File: config.mk
export PLATFORM = sky130hd
export DESIGN_NAME = shell_modal_tokenizer_unit
export DESIGN_NICKNAME = d
export VERILOG_FILES = /design/src/hdl/smt_pkg.sv /design/src/hdl/shell_modal_tokenizer_unit.sv
export SDC_FILE = /design/constraint.sdc
export NUM_CORES = 1
export LEC_CHECK = 0
export BUFFER_PORTS_ARGS = -buffer_cell sky130_fd_sc_hd__buf_2
export CAP_MARGIN = 5
export CORE_MARGIN = 3
export CORE_UTILIZATION = 40
export CTS_BUF_LIST = sky130_fd_sc_hd__clkbuf_4 sky130_fd_sc_hd__clkbuf_8 sky130_fd_sc_hd__clkbuf_16
export DETAILED_ROUTE_END_ITERATION = 7
export PLACE_DENSITY = 0.66
export SYNTH_ARGS = -nofsm -noshare
export SYNTH_HDL_FRONTEND = slang
export SYNTH_SLANG_ARGS = --single-unit
File: constraint.sdc
create_clock -name clk -period 6.8 [get_ports clk]
set_clock_uncertainty 0.15 [all_clocks]
set_input_delay 0.68 -clock clk [delete_from_list [all_inputs] [get_ports clk]]
set_output_delay 0.68 -clock clk [all_outputs]
set_load 0.005 [all_outputs]
File: src/hdl/smt_pkg.sv
package smt_pkg;

	typedef logic [7:0]  char_t;
	typedef logic [4:0]  tok_t;
	typedef logic [2:0]  err_t;
	typedef logic [1:0]  mode_t;
	typedef logic [15:0] field_t;

	// lexer modes
	localparam mode_t MODE_CMD  = 2'd0;
	localparam mode_t MODE_EXPR = 2'd1;
	localparam mode_t MODE_XCMD = 2'd2;

	typedef enum logic [2:0] {
		PH_IDLE,
		PH_COMMENT,
		PH_AT,
		PH_STRING,
		PH_VAR,
		PH_NUMBER,
		PH_IDENT,
		PH_ERROR
	} phase_t;

	typedef enum logic [1:0] {
		OP_NONE,
		OP_PUSH,
		OP_POP,
		OP_POP_XCMD
	} stack_op_t;

	// token types
	localparam tok_t TK_LBRACK = 5'd0;
	localparam tok_t TK_RBRACK = 5'd1;
	localparam tok_t TK_LPAREN = 5'd2;
	localparam tok_t TK_RPAREN = 5'd3;
	localparam tok_t TK_LBRACE = 5'd4;
	localparam tok_t TK_RBRACE = 5'd5;
	localparam tok_t TK_PIPE   = 5'd6;
	localparam tok_t TK_AT     = 5'd7;
	localparam tok_t TK_SEMI   = 5'd8;
	localparam tok_t TK_QUEST  = 5'd9;
	localparam tok_t TK_BANG   = 5'd10;
	localparam tok_t TK_AMP    = 5'd11;
	localparam tok_t TK_CARET  = 5'd12;
	localparam tok_t TK_GT     = 5'd13;
	localparam tok_t TK_LT     = 5'd14;
	localparam tok_t TK_PLUS   = 5'd15;
	localparam tok_t TK_MINUS  = 5'd16;
	localparam tok_t TK_STAR   = 5'd17;
	localparam tok_t TK_SLASH  = 5'd18;
	localparam tok_t TK_STRING = 5'd19;
	localparam tok_t TK_VAR    = 5'd20;
	localparam tok_t TK_NUMBER = 5'd21;
	localparam tok_t TK_IDENT  = 5'd22;
	localparam tok_t TK_END    = 5'd23;
	localparam tok_t TK_ERROR  = 5'd0;

	// error codes
	localparam err_t ERR_NONE        = 3'd0;
	localparam err_t ERR_NO_PAREN    = 3'd1;
	localparam err_t ERR_OPEN_STRING = 3'd2;
	localparam err_t ERR_EMPTY_VAR   = 3'd3;
	localparam err_t ERR_BAD_CHAR    = 3'd4;
	localparam err_t ERR_OVERFLOW    = 3'd5;
	localparam err_t ERR_UNDERFLOW   = 3'd6;

	// characters
	localparam char_t CH_LF     = 8'h0A;
	localparam char_t CH_TAB    = 8'h09;
	localparam char_t CH_CR     = 8'h0D;
	localparam char_t CH_SPACE  = 8'h20;
	localparam char_t CH_QUOTE  = 8'h22;
	localparam char_t CH_HASH   = 8'h23;
	localparam char_t CH_DOLLAR = 8'h24;
	localparam char_t CH_AMP    = 8'h26;
	localparam char_t CH_LPAREN = 8'h28;
	localparam char_t CH_RPAREN = 8'h29;
	localparam char_t CH_STAR   = 8'h2A;
	localparam char_t CH_PLUS   = 8'h2B;
	localparam char_t CH_MINUS  = 8'h2D;
	localparam char_t CH_DOT    = 8'h2E;
	localparam char_t CH_SLASH  = 8'h2F;
	localparam char_t CH_0      = 8'h30;
	localparam char_t CH_9      = 8'h39;
	localparam char_t CH_SEMI   = 8'h3B;
	localparam char_t CH_LT     = 8'h3C;
	localparam char_t CH_GT     = 8'h3E;
	localparam char_t CH_QUEST  = 8'h3F;
	localparam char_t CH_AT     = 8'h40;
	localparam char_t CH_UC_A   = 8'h41;
	localparam char_t CH_UC_Z   = 8'h5A;
	localparam char_t CH_LBRACK = 8'h5B;
	localparam char_t CH_RBRACK = 8'h5D;
	localparam char_t CH_CARET  = 8'h5E;
	localparam char_t CH_UNDER  = 8'h5F;
	localparam char_t CH_LC_A   = 8'h61;
	localparam char_t CH_LC_Z   = 8'h7A;
	localparam char_t CH_LBRACE = 8'h7B;
	localparam char_t CH_PIPE   = 8'h7C;
	localparam char_t CH_RBRACE = 8'h7D;
	localparam char_t CH_BANG   = 8'h21;

	// result queue
	typedef logic [1:0] oq_ptr_t;
	typedef logic [2:0] oq_cnt_t;
	localparam int unsigned OQ_DEPTH = 4;
	localparam oq_cnt_t OQ_LIMIT = 3'd2;  // room for two more results
	localparam oq_cnt_t OQ_FULL  = 3'd4;

	typedef struct packed {
		tok_t   tok;
		field_t start;
		field_t length;
		field_t line;
		err_t   err;
		logic   last;
	} result_t;

	typedef struct packed {
		logic      hit;
		tok_t      tok;
		stack_op_t op;
		mode_t     mode;
	} punct_t;

	function automatic logic is_space(char_t c);
		return (c == CH_SPACE) || ((c >= CH_TAB) && (c <= CH_CR));
	endfunction

	function automatic logic is_digit(char_t c);
		return (c >= CH_0) && (c <= CH_9);
	endfunction

	function automatic logic is_word(char_t c);
		return is_digit(c) || ((c >= CH_UC_A) && (c <= CH_UC_Z)) ||
			((c >= CH_LC_A) && (c <= CH_LC_Z)) || (c == CH_UNDER);
	endfunction

	// punctuation decode: token, stack action and pushed mode
	function automatic punct_t punct_info(char_t c);
		punct_t p;
		p = '{hit: 1'b1, tok: TK_PIPE, op: OP_NONE, mode: MODE_CMD};
		unique case (c)
			CH_LBRACK: begin p.tok = TK_LBRACK; p.op = OP_PUSH; p.mode = MODE_CMD; end
			CH_RBRACK: begin p.tok = TK_RBRACK; p.op = OP_POP; end
			CH_LPAREN: begin p.tok = TK_LPAREN; p.op = OP_PUSH; p.mode = MODE_EXPR; end
			CH_RPAREN: begin p.tok = TK_RPAREN; p.op = OP_POP; end
			CH_LBRACE: begin p.tok = TK_LBRACE; p.op = OP_PUSH; p.mode = MODE_CMD; end
			CH_RBRACE: begin p.tok = TK_RBRACE; p.op = OP_POP; end
			CH_PIPE:   p.tok = TK_PIPE;
			CH_AT:     p.tok = TK_AT;
			CH_SEMI:   begin p.tok = TK_SEMI; p.op = OP_POP_XCMD; end
			CH_QUEST:  p.tok = TK_QUEST;
			CH_BANG:   begin p.tok = TK_BANG; p.op = OP_PUSH; p.mode = MODE_XCMD; end
			CH_AMP:    p.tok = TK_AMP;
			CH_CARET:  p.tok = TK_CARET;
			CH_GT:     p.tok = TK_GT;
			CH_LT:     p.tok = TK_LT;
			default:   p.hit = 1'b0;
		endcase
		return p;
	endfunction

endpackage

File: src/hdl/shell_modal_tokenizer_unit.sv
// Streaming shell-language lexer. Text enters one byte per input transaction,
// closed by a transaction with end_of_text set (its byte is ignored). The
// block can take a new transaction in every cycle while in_stall is low; the
// scan state and the mode stack are updated at the accepting edge. Each
// transaction yields zero, one or two result transactions, which wait in a
// four-entry result queue and leave at one per cycle while out_stall is low,
// so the sustained rate is one byte per cycle, and one transaction per result
// when a run of bytes each yields two tokens (a word closed by a punctuation
// byte). in_stall rises when the queue cannot take two more results. The user
// must write base_mode through cfg_en only while the block is idle; the block
// itself does not enforce this. The mode stack sits in a STACK_DEPTH-entry
// memory with registered read; the top entry and the one under it are kept in
// registers, so a push or pop never waits. No clearing pass is needed after
// reset. After an error every byte is dropped until the end transaction,
// which emits the end token and returns all scan state to its reset value.
module shell_modal_tokenizer_unit #(
	parameter int unsigned STACK_DEPTH = 16,
	parameter int unsigned OFFSET_BITS = 16,
	parameter int unsigned LINE_BITS   = 16
) (
	input  logic        clk,
	input  logic        arst_n,
	// configuration
	input  logic        cfg_en,
	input  logic [1:0]  base_mode,
	// input channel
	input  logic        in_valid,
	output logic        in_stall,
	input  logic [7:0]  char_byte,
	input  logic        end_of_text,
	// result channel
	output logic        out_valid,
	input  logic        out_stall,
	output logic [4:0]  token_type,
	output logic [15:0] token_start,
	output logic [15:0] token_length,
	output logic [15:0] token_line,
	output logic [2:0]  error_code,
	output logic        last_result
);

	localparam int unsigned LVL_W = $clog2(STACK_DEPTH + 1);
	localparam int unsigned IDX_W = $clog2(STACK_DEPTH);

	typedef logic [OFFSET_BITS-1:0] off_t;
	typedef logic [LINE_BITS-1:0]   line_t;
	typedef logic [LVL_W-1:0]       lvl_t;
	typedef logic [IDX_W-1:0]       idx_t;

	localparam lvl_t LVL_FULL = lvl_t'(STACK_DEPTH);
	localparam lvl_t LVL_TWO  = lvl_t'(2);
	localparam off_t OFF_ONE  = off_t'(1);
	localparam off_t OFF_TWO  = off_t'(2);
	localparam line_t LINE_ONE = line_t'(1);

	// ---------------------------------------------------------------
	// State
	// ---------------------------------------------------------------
	smt_pkg::mode_t  base_q;
	smt_pkg::phase_t phase_q;
	lvl_t            level_q;      // modes stacked above the base mode
	off_t            offset_q;     // offset of the next byte
	line_t           line_q;
	off_t            pstart_q;     // start of the open token
	line_t           pline_q;
	logic            point_q;      // number already holds a '.'

	// mode stack: memory plus cached top and the entry below it
	smt_pkg::mode_t  stack_mem [STACK_DEPTH];
	smt_pkg::mode_t  top_q;
	smt_pkg::mode_t  below_q;

	// result queue
	smt_pkg::result_t   oq_mem [smt_pkg::OQ_DEPTH];
	smt_pkg::oq_ptr_t   wr_ptr_q;
	smt_pkg::oq_ptr_t   rd_ptr_q;
	smt_pkg::oq_cnt_t   count_q;

	logic acc;
	logic pop_out;
	smt_pkg::mode_t top_mode;

	assign acc      = in_valid & ~in_stall;
	assign in_stall = count_q > smt_pkg::OQ_LIMIT;
	assign out_valid = count_q != '0;
	assign pop_out  = out_valid & ~out_stall;
	assign top_mode = (level_q == '0) ? base_q : top_q;

	function automatic smt_pkg::result_t mk_tok(smt_pkg::tok_t tok, off_t start, off_t len,
			line_t ln);
		smt_pkg::result_t r;
		r.tok    = tok;
		r.start  = smt_pkg::field_t'(start);
		r.length = smt_pkg::field_t'(len);
		r.line   = smt_pkg::field_t'(ln);
		r.err    = smt_pkg::ERR_NONE;
		r.last   = 1'b0;
		return r;
	endfunction

	function automatic smt_pkg::result_t mk_err(smt_pkg::err_t code, off_t start, line_t ln);
		smt_pkg::result_t r;
		r     = mk_tok(smt_pkg::TK_ERROR, start, '0, ln);
		r.err = code;
		return r;
	endfunction

	// ---------------------------------------------------------------
	// Decode of a byte seen between tokens
	// ---------------------------------------------------------------
	smt_pkg::punct_t  id_pi;
	logic             id_v;
	smt_pkg::result_t id_r;
	smt_pkg::phase_t  id_phase;
	logic             id_pend;       // opens a token
	off_t             id_pstart;
	logic             id_point_clr;
	logic             id_line_inc;
	logic             id_push;
	logic             id_pop;
	smt_pkg::mode_t   id_push_mode;

	always_comb begin
		id_pi        = smt_pkg::punct_info(char_byte);
		id_v         = 1'b0;
		id_r         = '0;
		id_phase     = smt_pkg::PH_IDLE;
		id_pend      = 1'b0;
		id_pstart    = offset_q;
		id_point_clr = 1'b0;
		id_line_inc  = 1'b0;
		id_push      = 1'b0;
		id_pop       = 1'b0;
		id_push_mode = id_pi.mode;
		priority if (smt_pkg::is_space(char_byte)) begin
			id_line_inc = char_byte == smt_pkg::CH_LF;
		end else if (char_byte == smt_pkg::CH_HASH) begin
			id_phase = smt_pkg::PH_COMMENT;
		end else if (char_byte == smt_pkg::CH_AT) begin
			id_phase = smt_pkg::PH_AT;
			id_pend  = 1'b1;
		end else if (id_pi.hit) begin
			id_v = 1'b1;
			id_r = mk_tok(id_pi.tok, offset_q, OFF_ONE, line_q);
			unique case (id_pi.op)
				smt_pkg::OP_PUSH: begin
					if (level_q == LVL_FULL) begin
						id_r     = mk_err(smt_pkg::ERR_OVERFLOW, offset_q, line_q);
						id_phase = smt_pkg::PH_ERROR;
					end else begin
						id_push = 1'b1;
					end
				end
				smt_pkg::OP_POP: begin
					if (level_q == '0) begin
						id_r     = mk_err(smt_pkg::ERR_UNDERFLOW, offset_q, line_q);
						id_phase = smt_pkg::PH_ERROR;
					end else begin
						id_pop = 1'b1;
					end
				end
				smt_pkg::OP_POP_XCMD: begin
					// ';' closes an expression-command, if one is on top
					if (top_mode == smt_pkg::MODE_XCMD) begin
						if (level_q == '0) begin
							id_r     = mk_err(smt_pkg::ERR_UNDERFLOW, offset_q, line_q);
							id_phase = smt_pkg::PH_ERROR;
						end else begin
							id_pop = 1'b1;
						end
					end
				end
				smt_pkg::OP_NONE: begin
				end
			endcase
		end else if (char_byte == smt_pkg::CH_QUOTE) begin
			id_phase  = smt_pkg::PH_STRING;
			id_pend   = 1'b1;
			id_pstart = offset_q + OFF_ONE;
		end else if (char_byte == smt_pkg::CH_DOLLAR) begin
			id_phase  = smt_pkg::PH_VAR;
			id_pend   = 1'b1;
			id_pstart = offset_q + OFF_ONE;
		end else if ((top_mode == smt_pkg::MODE_EXPR) || (top_mode == smt_pkg::MODE_XCMD)) begin
			priority if (smt_pkg::is_digit(char_byte)) begin
				id_phase     = smt_pkg::PH_NUMBER;
				id_pend      = 1'b1;
				id_point_clr = 1'b1;
			end else if (char_byte == smt_pkg::CH_PLUS) begin
				id_v = 1'b1;
				id_r = mk_tok(smt_pkg::TK_PLUS, offset_q, OFF_ONE, line_q);
			end else if (char_byte == smt_pkg::CH_MINUS) begin
				id_v = 1'b1;
				id_r = mk_tok(smt_pkg::TK_MINUS, offset_q, OFF_ONE, line_q);
			end else if (char_byte == smt_pkg::CH_STAR) begin
				id_v = 1'b1;
				id_r = mk_tok(smt_pkg::TK_STAR, offset_q, OFF_ONE, line_q);
			end else if (char_byte == smt_pkg::CH_SLASH) begin
				id_v = 1'b1;
				id_r = mk_tok(smt_pkg::TK_SLASH, offset_q, OFF_ONE, line_q);
			end else begin
				id_v     = 1'b1;
				id_r     = mk_err(smt_pkg::ERR_BAD_CHAR, offset_q, line_q);
				id_phase = smt_pkg::PH_ERROR;
			end
		end else if (top_mode == smt_pkg::MODE_CMD) begin
			id_phase = smt_pkg::PH_IDENT;
			id_pend  = 1'b1;
		end else begin
			// unhandled base mode
			id_v     = 1'b1;
			id_r     = mk_err(smt_pkg::ERR_BAD_CHAR, offset_q, line_q);
			id_phase = smt_pkg::PH_ERROR;
		end
	end

	// ---------------------------------------------------------------
	// Scan step: closes the open token, then decodes the byte if needed
	// ---------------------------------------------------------------
	logic             fin_v;      // token or error from the open construct
	smt_pkg::result_t fin_r;
	logic             sec_v;      // result of the byte itself / end token
	smt_pkg::result_t sec_r;
	logic             run_idle;
	smt_pkg::phase_t  phase_d;
	off_t             offset_d;
	line_t            line_d;
	off_t             pstart_d;
	line_t            pline_d;
	logic             point_d;
	logic             push_en;
	logic             pop_en;
	smt_pkg::mode_t   push_mode;
	off_t             plen;
	logic             clear_all;

	assign plen = offset_q - pstart_q;

	always_comb begin
		fin_v     = 1'b0;
		fin_r     = '0;
		sec_v     = 1'b0;
		sec_r     = '0;
		run_idle  = 1'b0;
		phase_d   = phase_q;
		offset_d  = offset_q + OFF_ONE;
		line_d    = line_q;
		pstart_d  = pstart_q;
		pline_d   = pline_q;
		point_d   = point_q;
		push_en   = 1'b0;
		pop_en    = 1'b0;
		push_mode = smt_pkg::MODE_CMD;
		clear_all = 1'b0;
		if (end_of_text) begin
			// flush whatever is open, then the end token
			unique case (phase_q)
				smt_pkg::PH_AT: begin
					fin_v = 1'b1;
					fin_r = mk_err(smt_pkg::ERR_NO_PAREN, pstart_q, pline_q);
				end
				smt_pkg::PH_STRING: begin
					fin_v = 1'b1;
					fin_r = mk_err(smt_pkg::ERR_OPEN_STRING, pstart_q - OFF_ONE, pline_q);
				end
				smt_pkg::PH_VAR: begin
					fin_v = 1'b1;
					if (plen == '0) begin
						fin_r = mk_err(smt_pkg::ERR_EMPTY_VAR, pstart_q - OFF_ONE, pline_q);
					end else begin
						fin_r = mk_tok(smt_pkg::TK_VAR, pstart_q, plen, pline_q);
					end
				end
				smt_pkg::PH_NUMBER: begin
					fin_v = 1'b1;
					fin_r = mk_tok(smt_pkg::TK_NUMBER, pstart_q, plen, pline_q);
				end
				smt_pkg::PH_IDENT: begin
					fin_v = 1'b1;
					fin_r = mk_tok(smt_pkg::TK_IDENT, pstart_q, plen, pline_q);
				end
				smt_pkg::PH_IDLE, smt_pkg::PH_COMMENT, smt_pkg::PH_ERROR: begin
				end
			endcase
			sec_v     = 1'b1;
			sec_r     = mk_tok(smt_pkg::TK_END, offset_q, '0, line_q);
			clear_all = 1'b1;
			phase_d   = smt_pkg::PH_IDLE;
			offset_d  = '0;
			line_d    = '0;
			pstart_d  = '0;
			pline_d   = '0;
			point_d   = 1'b0;
		end else begin
			unique case (phase_q)
				smt_pkg::PH_IDLE: run_idle = 1'b1;
				smt_pkg::PH_COMMENT: begin
					if (char_byte == smt_pkg::CH_LF) begin
						line_d  = line_q + LINE_ONE;
						phase_d = smt_pkg::PH_IDLE;
					end
				end
				smt_pkg::PH_AT: begin
					fin_v = 1'b1;
					if (char_byte != smt_pkg::CH_LPAREN) begin
						fin_r   = mk_err(smt_pkg::ERR_NO_PAREN, pstart_q, pline_q);
						phase_d = smt_pkg::PH_ERROR;
					end else if (level_q == LVL_FULL) begin
						fin_r   = mk_err(smt_pkg::ERR_OVERFLOW, pstart_q, pline_q);
						phase_d = smt_pkg::PH_ERROR;
					end else begin
						fin_r     = mk_tok(smt_pkg::TK_AT, pstart_q, OFF_TWO, pline_q);
						phase_d   = smt_pkg::PH_IDLE;
						push_en   = 1'b1;
						push_mode = smt_pkg::MODE_CMD;
					end
				end
				smt_pkg::PH_STRING: begin
					if (char_byte == smt_pkg::CH_QUOTE) begin
						fin_v   = 1'b1;
						fin_r   = mk_tok(smt_pkg::TK_STRING, pstart_q, plen, pline_q);
						phase_d = smt_pkg::PH_IDLE;
					end
				end
				smt_pkg::PH_VAR: begin
					if (!smt_pkg::is_word(char_byte)) begin
						fin_v    = 1'b1;
						fin_r    = mk_tok(smt_pkg::TK_VAR, pstart_q, plen, pline_q);
						run_idle = 1'b1;
					end
				end
				smt_pkg::PH_NUMBER: begin
					if (smt_pkg::is_digit(char_byte)) begin
						point_d = point_q;
					end else if ((char_byte == smt_pkg::CH_DOT) && !point_q) begin
						point_d = 1'b1;
					end else begin
						fin_v    = 1'b1;
						fin_r    = mk_tok(smt_pkg::TK_NUMBER, pstart_q, plen, pline_q);
						run_idle = 1'b1;
					end
				end
				smt_pkg::PH_IDENT: begin
					if (smt_pkg::is_space(char_byte) || id_pi.hit) begin
						fin_v    = 1'b1;
						fin_r    = mk_tok(smt_pkg::TK_IDENT, pstart_q, plen, pline_q);
						run_idle = 1'b1;
					end
				end
				smt_pkg::PH_ERROR: begin
				end
			endcase
			if (run_idle) begin
				sec_v   = id_v;
				sec_r   = id_r;
				phase_d = id_phase;
				if (id_pend) begin
					pstart_d = id_pstart;
					pline_d  = line_q;
				end
				if (id_point_clr) begin
					point_d = 1'b0;
				end
				if (id_line_inc) begin
					line_d = line_q + LINE_ONE;
				end
				push_en   = id_push;
				pop_en    = id_pop;
				push_mode = id_push_mode;
			end
		end
	end

	// ---------------------------------------------------------------
	// Mode stack
	// ---------------------------------------------------------------
	lvl_t lvl_next;
	idx_t rd_idx;

	always_comb begin
		lvl_next = level_q;
		if (acc) begin
			priority if (clear_all) begin
				lvl_next = '0;
			end else if (push_en) begin
				lvl_next = level_q + lvl_t'(1);
			end else if (pop_en) begin
				lvl_next = level_q - lvl_t'(1);
			end
		end
	end

	// prefetch the entry under the next top
	assign rd_idx = (lvl_next >= LVL_TWO) ? idx_t'(lvl_next - LVL_TWO) : '0;

	always_ff @(posedge clk) begin
		if (acc && push_en) begin
			stack_mem[level_q[IDX_W-1:0]] <= push_mode;
		end
		below_q <= stack_mem[rd_idx];
	end

	always_ff @(posedge clk) begin
		if (acc && push_en) begin
			top_q <= push_mode;
		end else if (acc && pop_en) begin
			top_q <= below_q;
		end
	end

	// ---------------------------------------------------------------
	// Scan state registers
	// ---------------------------------------------------------------
	always_ff @(posedge clk or negedge arst_n) begin
		if (!arst_n) begin
			base_q   <= smt_pkg::MODE_CMD;
			phase_q  <= smt_pkg::PH_IDLE;
			level_q  <= '0;
			offset_q <= '0;
			line_q   <= '0;
			pstart_q <= '0;
			pline_q  <= '0;
			point_q  <= 1'b0;
		end else begin
			if (cfg_en) begin
				base_q <= base_mode;
			end
			level_q <= lvl_next;
			if (acc) begin
				phase_q  <= phase_d;
				offset_q <= offset_d;
				line_q   <= line_d;
				pstart_q <= pstart_d;
				pline_q  <= pline_d;
				point_q  <= point_d;
			end
		end
	end

	// ---------------------------------------------------------------
	// Result queue: up to two writes per transaction, one read
	// ---------------------------------------------------------------
	logic             res0_v;
	logic             res1_v;
	smt_pkg::result_t res0;
	smt_pkg::result_t res1;
	smt_pkg::oq_cnt_t n_push;
	smt_pkg::result_t oq_head;

	always_comb begin
		res0_v    = acc & (fin_v | sec_v);
		res1_v    = acc & fin_v & sec_v;
		res0      = fin_v ? fin_r : sec_r;
		res0.last = !(fin_v && sec_v);
		res1      = sec_r;
		res1.last = 1'b1;
		n_push    = smt_pkg::oq_cnt_t'(res0_v) + smt_pkg::oq_cnt_t'(res1_v);
	end

	always_ff @(posedge clk) begin
		if (res0_v) begin
			oq_mem[wr_ptr_q] <= res0;
		end
		if (res1_v) begin
			oq_mem[wr_ptr_q + smt_pkg::oq_ptr_t'(1)] <= res1;
		end
	end

	always_ff @(posedge clk or negedge arst_n) begin
		if (!arst_n) begin
			wr_ptr_q <= '0;
			rd_ptr_q <= '0;
			count_q  <= '0;
		end else begin
			wr_ptr_q <= wr_ptr_q + smt_pkg::oq_ptr_t'(n_push);
			if (pop_out) begin
				rd_ptr_q <= rd_ptr_q + smt_pkg::oq_ptr_t'(1);
			end
			count_q <= count_q + n_push - smt_pkg::oq_cnt_t'(pop_out);
		end
	end

	assign oq_head      = oq_mem[rd_ptr_q];
	assign token_type   = oq_head.tok;
	assign token_start  = oq_head.start;
	assign token_length = oq_head.length;
	assign token_line   = oq_head.line;
	assign error_code   = oq_head.err;
	assign last_result  = oq_head.last;

	// ---------------------------------------------------------------
	// Assertions
	// ---------------------------------------------------------------
	a_oq_bound: assert property (@(posedge clk) disable iff (!arst_n)
		count_q <= smt_pkg::OQ_FULL)
		else $error("result queue overrun");

	a_level_bound: assert property (@(posedge clk) disable iff (!arst_n)
		level_q <= LVL_FULL)
		else $error("mode stack level beyond depth");

	a_end_clears: assert property (@(posedge clk) disable iff (!arst_n)
		acc && end_of_text |=> level_q == '0 && phase_q == smt_pkg::PH_IDLE && offset_q == '0)
		else $error("end transaction did not clear scan state");

	a_end_result: assert property (@(posedge clk) disable iff (!arst_n)
		acc && end_of_text |=> count_q != '0)
		else $error("end transaction produced no result");

endmodule

### Yosys cells after proc, flatten, opt, wreduce, memory -nomap -nowiden

Memories as Yosys holds them, arrays and structs flattened. A register that Yosys moved wholly into a read port is not among the register bits.
Index checks and enable logic that the tools add are counted.
W data, S select, Z words.

| word-level totals | value |
|---|---|
| register bits after elaboration | 84 |
| memory bits (writable) | 260 |
| input port bits | 16 |
| logic and storage cells | 273 |
| memories | 2 |

| operators by class | value |
|---|---|
| add/sub/neg operators | 13 |
| order comparisons | 10 |
| equal/unequal tests | 41 |
| muxes and demuxes | 156 |
| bitwise operators | 8 |
| reductions and logical operators | 31 |

Memories:

| name | depth | width | read ports | clocked after memory_dff | write ports | line | text |
|---|---|---|---|---|---|---|---|
| oq_mem | 4 | 57 | 1 | 0 | 2 | shell_modal_tokenizer_unit.sv:74 | `smt_pkg::result_t oq_mem [smt_pkg::OQ_DEPTH];` |
| stack_mem | 16 | 2 | 1 | 1 | 1 | shell_modal_tokenizer_unit.sv:69 | `smt_pkg::mode_t stack_mem [STACK_DEPTH];` |

Operators by type and width:

| operator | number |
|---|---|
| $mux W57 | 25 |
| $pmux W57 S5 | 2 |
| $mux W16 | 18 |
| $pmux W57 S3 | 1 |
| $eq A8 B6 Y1 const B | 17 |
| $mux W55 | 2 |
| $mux W1 | 69 |
| $eq A8 B7 Y1 const B | 8 |
| $mux W3 | 20 |
| $mux W52 | 1 |
| $pmux W4 S13 | 1 |
| $add A16 B1 Y16 const B | 2 |
| $mux W5 | 4 |
| $pmux W3 S3 | 2 |
| $ge A8 B7 Y1 const B | 2 |
| $le A8 B7 Y1 const B | 2 |
| $logic_not A16 Y1 | 1 |
| $sub A16 B1 Y16 const B | 1 |
| $sub A16 B16 Y16 | 1 |
| $reduce_or A15 Y1 | 1 |
| $mux W2 | 5 |
| $eq A3 B3 Y1 const B | 3 |
| $eq A8 B4 Y1 const B | 1 |
| $ge A8 B4 Y1 const B | 1 |
| other kinds (43) | 69 |

### Longest topological paths before layout

| logic depth | value |
|---|---|
| depth after elaboration | 18 |
| gate-level depth with buffers | 21 |

### Worst setup path before layout

OpenSTA, ideal clock, no wires.

| path | value |
|---|---|
| path kind | input to register |
| start | input char_byte[7] |
| end | register count_q[2] |
| library setup time | 0.123 ns |
| data arrival time | 4.378 ns |
| required time | 6.527 ns |
| slack | 2.149 ns |
| stages on the path | 18 |
| buffers on the path | 1 |
| cells stage by stage | or4b_1 buf_2 o41a_1 o211ai_2 o21ai_1 o31a_1 a31o_2 o21ai_2 inv_1 ha_1 inv_1 ha_1 inv_1 ha_1 inv_1 fa_1 xor2_1 xnor2_1 |

| between the ends | value |
|---|---|
| longest elaborated chain between the ends | 17 |
| elaborated cells between the ends (all ways) | 67 |

Ends and longest elaborated chain:

| element | line | text |
|---|---|---|
| start: declaration | shell_modal_tokenizer_unit.sv:29 | `input logic [7:0] char_byte,` |
| $ge A8 B6 Y1 / $le A8 B6 Y1 (equally long branches) | smt_pkg.sv:132 | `return (c >= CH_0) && (c <= CH_9);` |
| $logic_and A1 B1 Y1 | smt_pkg.sv:132 |  |
| $mux W1 | shell_modal_tokenizer_unit.sv:185 | `priority if (smt_pkg::is_digit(char_byte)) begin` |
| $mux W1 | shell_modal_tokenizer_unit.sv:184 | `end else if ((top_mode == smt_pkg::MODE_EXPR) \|\| (top_mode == smt_pkg::MODE_XCMD)) begin` |
| $mux W1 | shell_modal_tokenizer_unit.sv:180 | `end else if (char_byte == smt_pkg::CH_DOLLAR) begin` |
| $mux W1 | shell_modal_tokenizer_unit.sv:176 | `end else if (char_byte == smt_pkg::CH_QUOTE) begin` |
| $mux W1 | shell_modal_tokenizer_unit.sv:142 | `end else if (id_pi.hit) begin` |
| $mux W1 | shell_modal_tokenizer_unit.sv:139 | `end else if (char_byte == smt_pkg::CH_AT) begin` |
| $mux W1 | shell_modal_tokenizer_unit.sv:137 | `end else if (char_byte == smt_pkg::CH_HASH) begin` |
| $mux W1 | shell_modal_tokenizer_unit.sv:135 | `priority if (smt_pkg::is_space(char_byte)) begin` |
| $mux W1 | shell_modal_tokenizer_unit.sv:353 | `if (run_idle) begin` |
| $mux W1 | shell_modal_tokenizer_unit.sv:255 | `if (end_of_text) begin` |
| $or A1 B1 Y1 | shell_modal_tokenizer_unit.sv:451 | `res0_v = acc & (fin_v \| sec_v);` |
| $and A1 B1 Y1 | shell_modal_tokenizer_unit.sv:451 |  |
| $add A1 B1 Y2 (*) | shell_modal_tokenizer_unit.sv:457 | `n_push = smt_pkg::oq_cnt_t'(res0_v) + smt_pkg::oq_cnt_t'(res1_v);` |
| $add A3 B2 Y3 (*) | shell_modal_tokenizer_unit.sv:479 | `count_q <= count_q + n_push - smt_pkg::oq_cnt_t'(pop_out);` |
| $sub A3 B1 Y3 (*) | shell_modal_tokenizer_unit.sv:479 |  |
| end signal: assignment | shell_modal_tokenizer_unit.sv:479 |  |
| end: declaration | shell_modal_tokenizer_unit.sv:77 | `smt_pkg::oq_cnt_t count_q;` |

Every way passes the cells marked *; elsewhere a longest branch is shown, timed or not. The select of a mux whose other input is x is not followed.
A chain may end at the register's enable or synchronous reset.

==> impl_metrics.yaml <==
global_route:
  antenna_found_initial: 2
  grt_pass1_vias: 14900
  grt_overflow: 0
  grt_pass1_wl_mm: 88.2
  grt_max_degree: 79
  groute.usage.overall: 0.226
placed_design:
  io_buffers: 74
  dpl.hpwl_mm: 38.6
  gp_congestion: 0.917
  dpl.cell_count: 2422
timing:
  holdWs_ns: 0.208
  slew_viol_final: 0
  period_share: 0.806
  fin_setup_tns_ns: 0
  rsz0062_at_grt: "no"
  worst_pin_slew_ns: 1.24
  fmaxAchievable_mhz: 183
  slew_headroom: 0.172
  hold_viol_final: 0
  period_needed_ns: 5.48
  finalSetupViolCount: 0
worst_setup_path:
  path_class: "register to register"
  slowest_delay_ns: 0.67
  cp-start-kind: "register"
  crit_chain: "inv_1 > ha_1 > inv_1 > fa_1 > a21o_1 > a21oi_1 > o21ai_0 > a21boi_1 > xnor2_1 > nor4_1 > nand4b_1 > or4_1 > o21bai_1 > nand4_1 > a31oi_1 > o21ai_0"
  worstPathArrival_ns: 5.62
  critPathMaxFanout: 9
  end_kind: "register"
  slowest_stage: "o21bai_1"
  path_buf_inv: 2
  cp.required_ns: 6.94
  critPathTopFamily: "compound AO/OA/AOI/OAI gates"
finish:
  final_cells: 2493
  final_nets: 1912
  diodes: 0
  drive_gt1_frac: 0.152
  fill_cells: 4206
  register_area_mm2: 0.00932
  areaGrowthSynthToFinish_pct: 13.0
  multi_input_area_mm2: 0.00875
flow_run:
  drv_cap: 0
synthesis:
  synth_edf_count: 198
  syn_inst: 1830
  yosysTopAreaCell: "edfxtp_1"
  synth-seq-area-share: 0.498
  yosys.area.top_type_share: 0.317
  synth_seq_cells: 346
  synth_area_per_cell_um2: 10.2
  async_reset_ff_frac: 0.237
  synth.cell_area_mm2: 0.0187
  synthTopCellsByArea: "edfxtp_1 (32%), dfrtp_1 (11%), dfxtp_1 (7.1%)"
  yosys_warnings: 0
  synth_nets: 1879
  ys_types: 83
  synth_ff_type: "edfxtp_1"
power:
  powerDensity_mw_per_mm2: 412
  p_leak_nw: 7.81
  ir_worst_vdd_mv: 0.282
  power_mw: 8.71
clock_network:
  numCtsBuffers: 38
  post_cts_buffers: 0
  path_clk_slew_ns: 0.06
  cts_tree: "built"
  cts_resized: 0
  cts-root-buf: "clkbuf_16"
  htree_levels: 2
  clk_path_buf_depth: 3
  clk_latency_ns: 0.57
  cts_sinks: 346
  hold_buffers: 1
floorplan:
  start_util: 0.409
  die_w_um: 222
  coreArea_mm2: 0.0458
  ioPinCount: 75
  rows: 78
  die_y_um: 222
  dieArea_mm2: 0.0494
route:
  wl_per_cell_um: 22.7
  drtPass1Iterations: 6
  wirelength_mm: 56.7
  routed_via_density: 6.08
  ant_nets: 0
  drc: 0
  via_count: 15100
  drtIter0Drc: 1660
hold_path:
  hp-class: "input port to register"
outcome:
  status: "finished clean"
==> registers in the layout (all words and copies together), names as in the netlist <==
| register | count |
|---|---|
| stack_mem | 32 |
| base_q | 2 |
| top_q | 2 |
| line_q | 16 |
| phase_q | 3 |
| rd_ptr_q | 2 |
| offset_q | 16 |
| level_q | 5 |
| wr_ptr_q | 2 |
| oq_mem | 228 |
| below_q | 2 |
| pstart_q | 16 |
| point_q | 1 |
| count_q | 3 |
| pline_q | 16 |
==> Yosys cell counts, types with 6 or more instances <==
cell / number
a21o_1: 10
a21oi_1: 63
a221oi_1: 8
a22o_1: 83
a31oi_1: 14
a41oi_1: 9
and2_1: 13
and3_1: 18
buf_1: 14
buf_2: 6
clkbuf_1: 107
dfrtp_1: 82
dfxtp_1: 66
edfxtp_1: 198
ha_1: 31
inv_1: 51
mux2_2: 15
mux2i_1: 19
mux4_2: 57
nand2_1: 279
nand2b_1: 24
nand3_1: 47
nand4_1: 17
nor2_1: 127
nor2b_1: 14
nor3_1: 31
nor3b_1: 6
o211ai_1: 13
o21a_1: 14
o21ai_0: 176
o21ai_1: 6
o22ai_1: 36
o31ai_1: 17
or2_2: 6
or3_1: 12
xnor2_1: 25
xor2_1: 23
==> cells in the final DEF, fill, tap and decap left out, types with 6 or more instances in the layout <==
cell / count
mux2_2: 15
buf_2: 73
dfxtp_1: 66
and3_1: 18
nor3_1: 29
a21oi_1: 63
nand2_1: 279
buf_4: 43
a31oi_1: 14
o22ai_1: 36
o211ai_1: 13
nor2b_1: 14
nand3_1: 47
clkbuf_4: 8
clkbuf_16: 40
o31ai_1: 17
xor2_1: 23
or3_1: 12
o21a_1: 14
nor3b_1: 6
mux4_2: 57
a22o_1: 83
a21o_1: 10
ha_1: 31
o21ai_0: 175
bufinv_16: 6
xnor2_1: 25
dfrtp_1: 80
nand2b_1: 24
nand4_1: 17
inv_1: 47
nor2_1: 125
edfxtp_1: 198
o21ai_1: 6
a41oi_1: 9
a221oi_1: 8
and2_1: 14
or2_2: 6
mux2i_1: 19
==> power breakdown <==
part / switching, mW / internal [mW] / leakage (nW)
clock: 0.877 / 1.39 / 0.686
sequential: 0.368 / 2.61 / 3.54
combinational: 2.16 / 1.31 / 3.58
total: 3.41 / 5.31 / 7.81
==> logic make-up (layout without fill, tap and decap cells) <==
family	after synthesis	count (layout)	synth area share
AND/OR/NAND/NOR	630	630	0.155
AO/OA/AOI/OAI	503	503	0.178
flip-flops	346	346	0.498
buffers and inverters	179	242	0.0363
multiplexers	91	91	0.0877
XOR/XNOR	48	48	0.0224
adder cells (fa/ha/maj)	33	33	0.0229
==> final timing paths <==
check,cells past startpoint,from,endpoint,slack (ns)
hold reg to reg,2,oq_mem[2][30],oq_mem[2][30],0.30
setup reg to reg,16,offset_q[0],oq_mem[0][41],1.32
hold / removal,2,base_mode[1],base_q[1],0.21
setup / recovery,16,offset_q[0],oq_mem[0][41],1.32
max in group asynchronous,3,arst_n,rd_ptr_q[0],4.79
min in group asynchronous,2,arst_n,pline_q[14],0.44
==> metrics by stage <==
step | instance area [µm²] | setup slack, ns | util
after CTS | 21200 | 1.50 | 0.462
after global placement | 19800 | 1.34 | 0.432
after global routing | 21200 | 0.977 | 0.462
final | 21200 | 1.32 | 0.462
after floorplan | 18700 | 2.15 | -
after detailed placement | 19800 | 1.24 | 0.432
==> final cells by class <==
cell class                 count  share of cell area
sequential                   346               0.441
multi-input combinational   1305               0.414
clock buffer                  52              0.0527
timing repair buffer         120              0.0358
tap                          600              0.0355
clock inverter                18              0.0125
inverter                      52             0.00922
==> layer usage <==
metal | global-route usage | wire (µm)
met5 | 0 | 0
met4 | 0.0960 | 2430
met3 | 0.0388 | 4770
met2 | 0.351 | 25500
met1 | 0.314 | 24000
No activity file was read; power rests on OpenSTA's default activity.
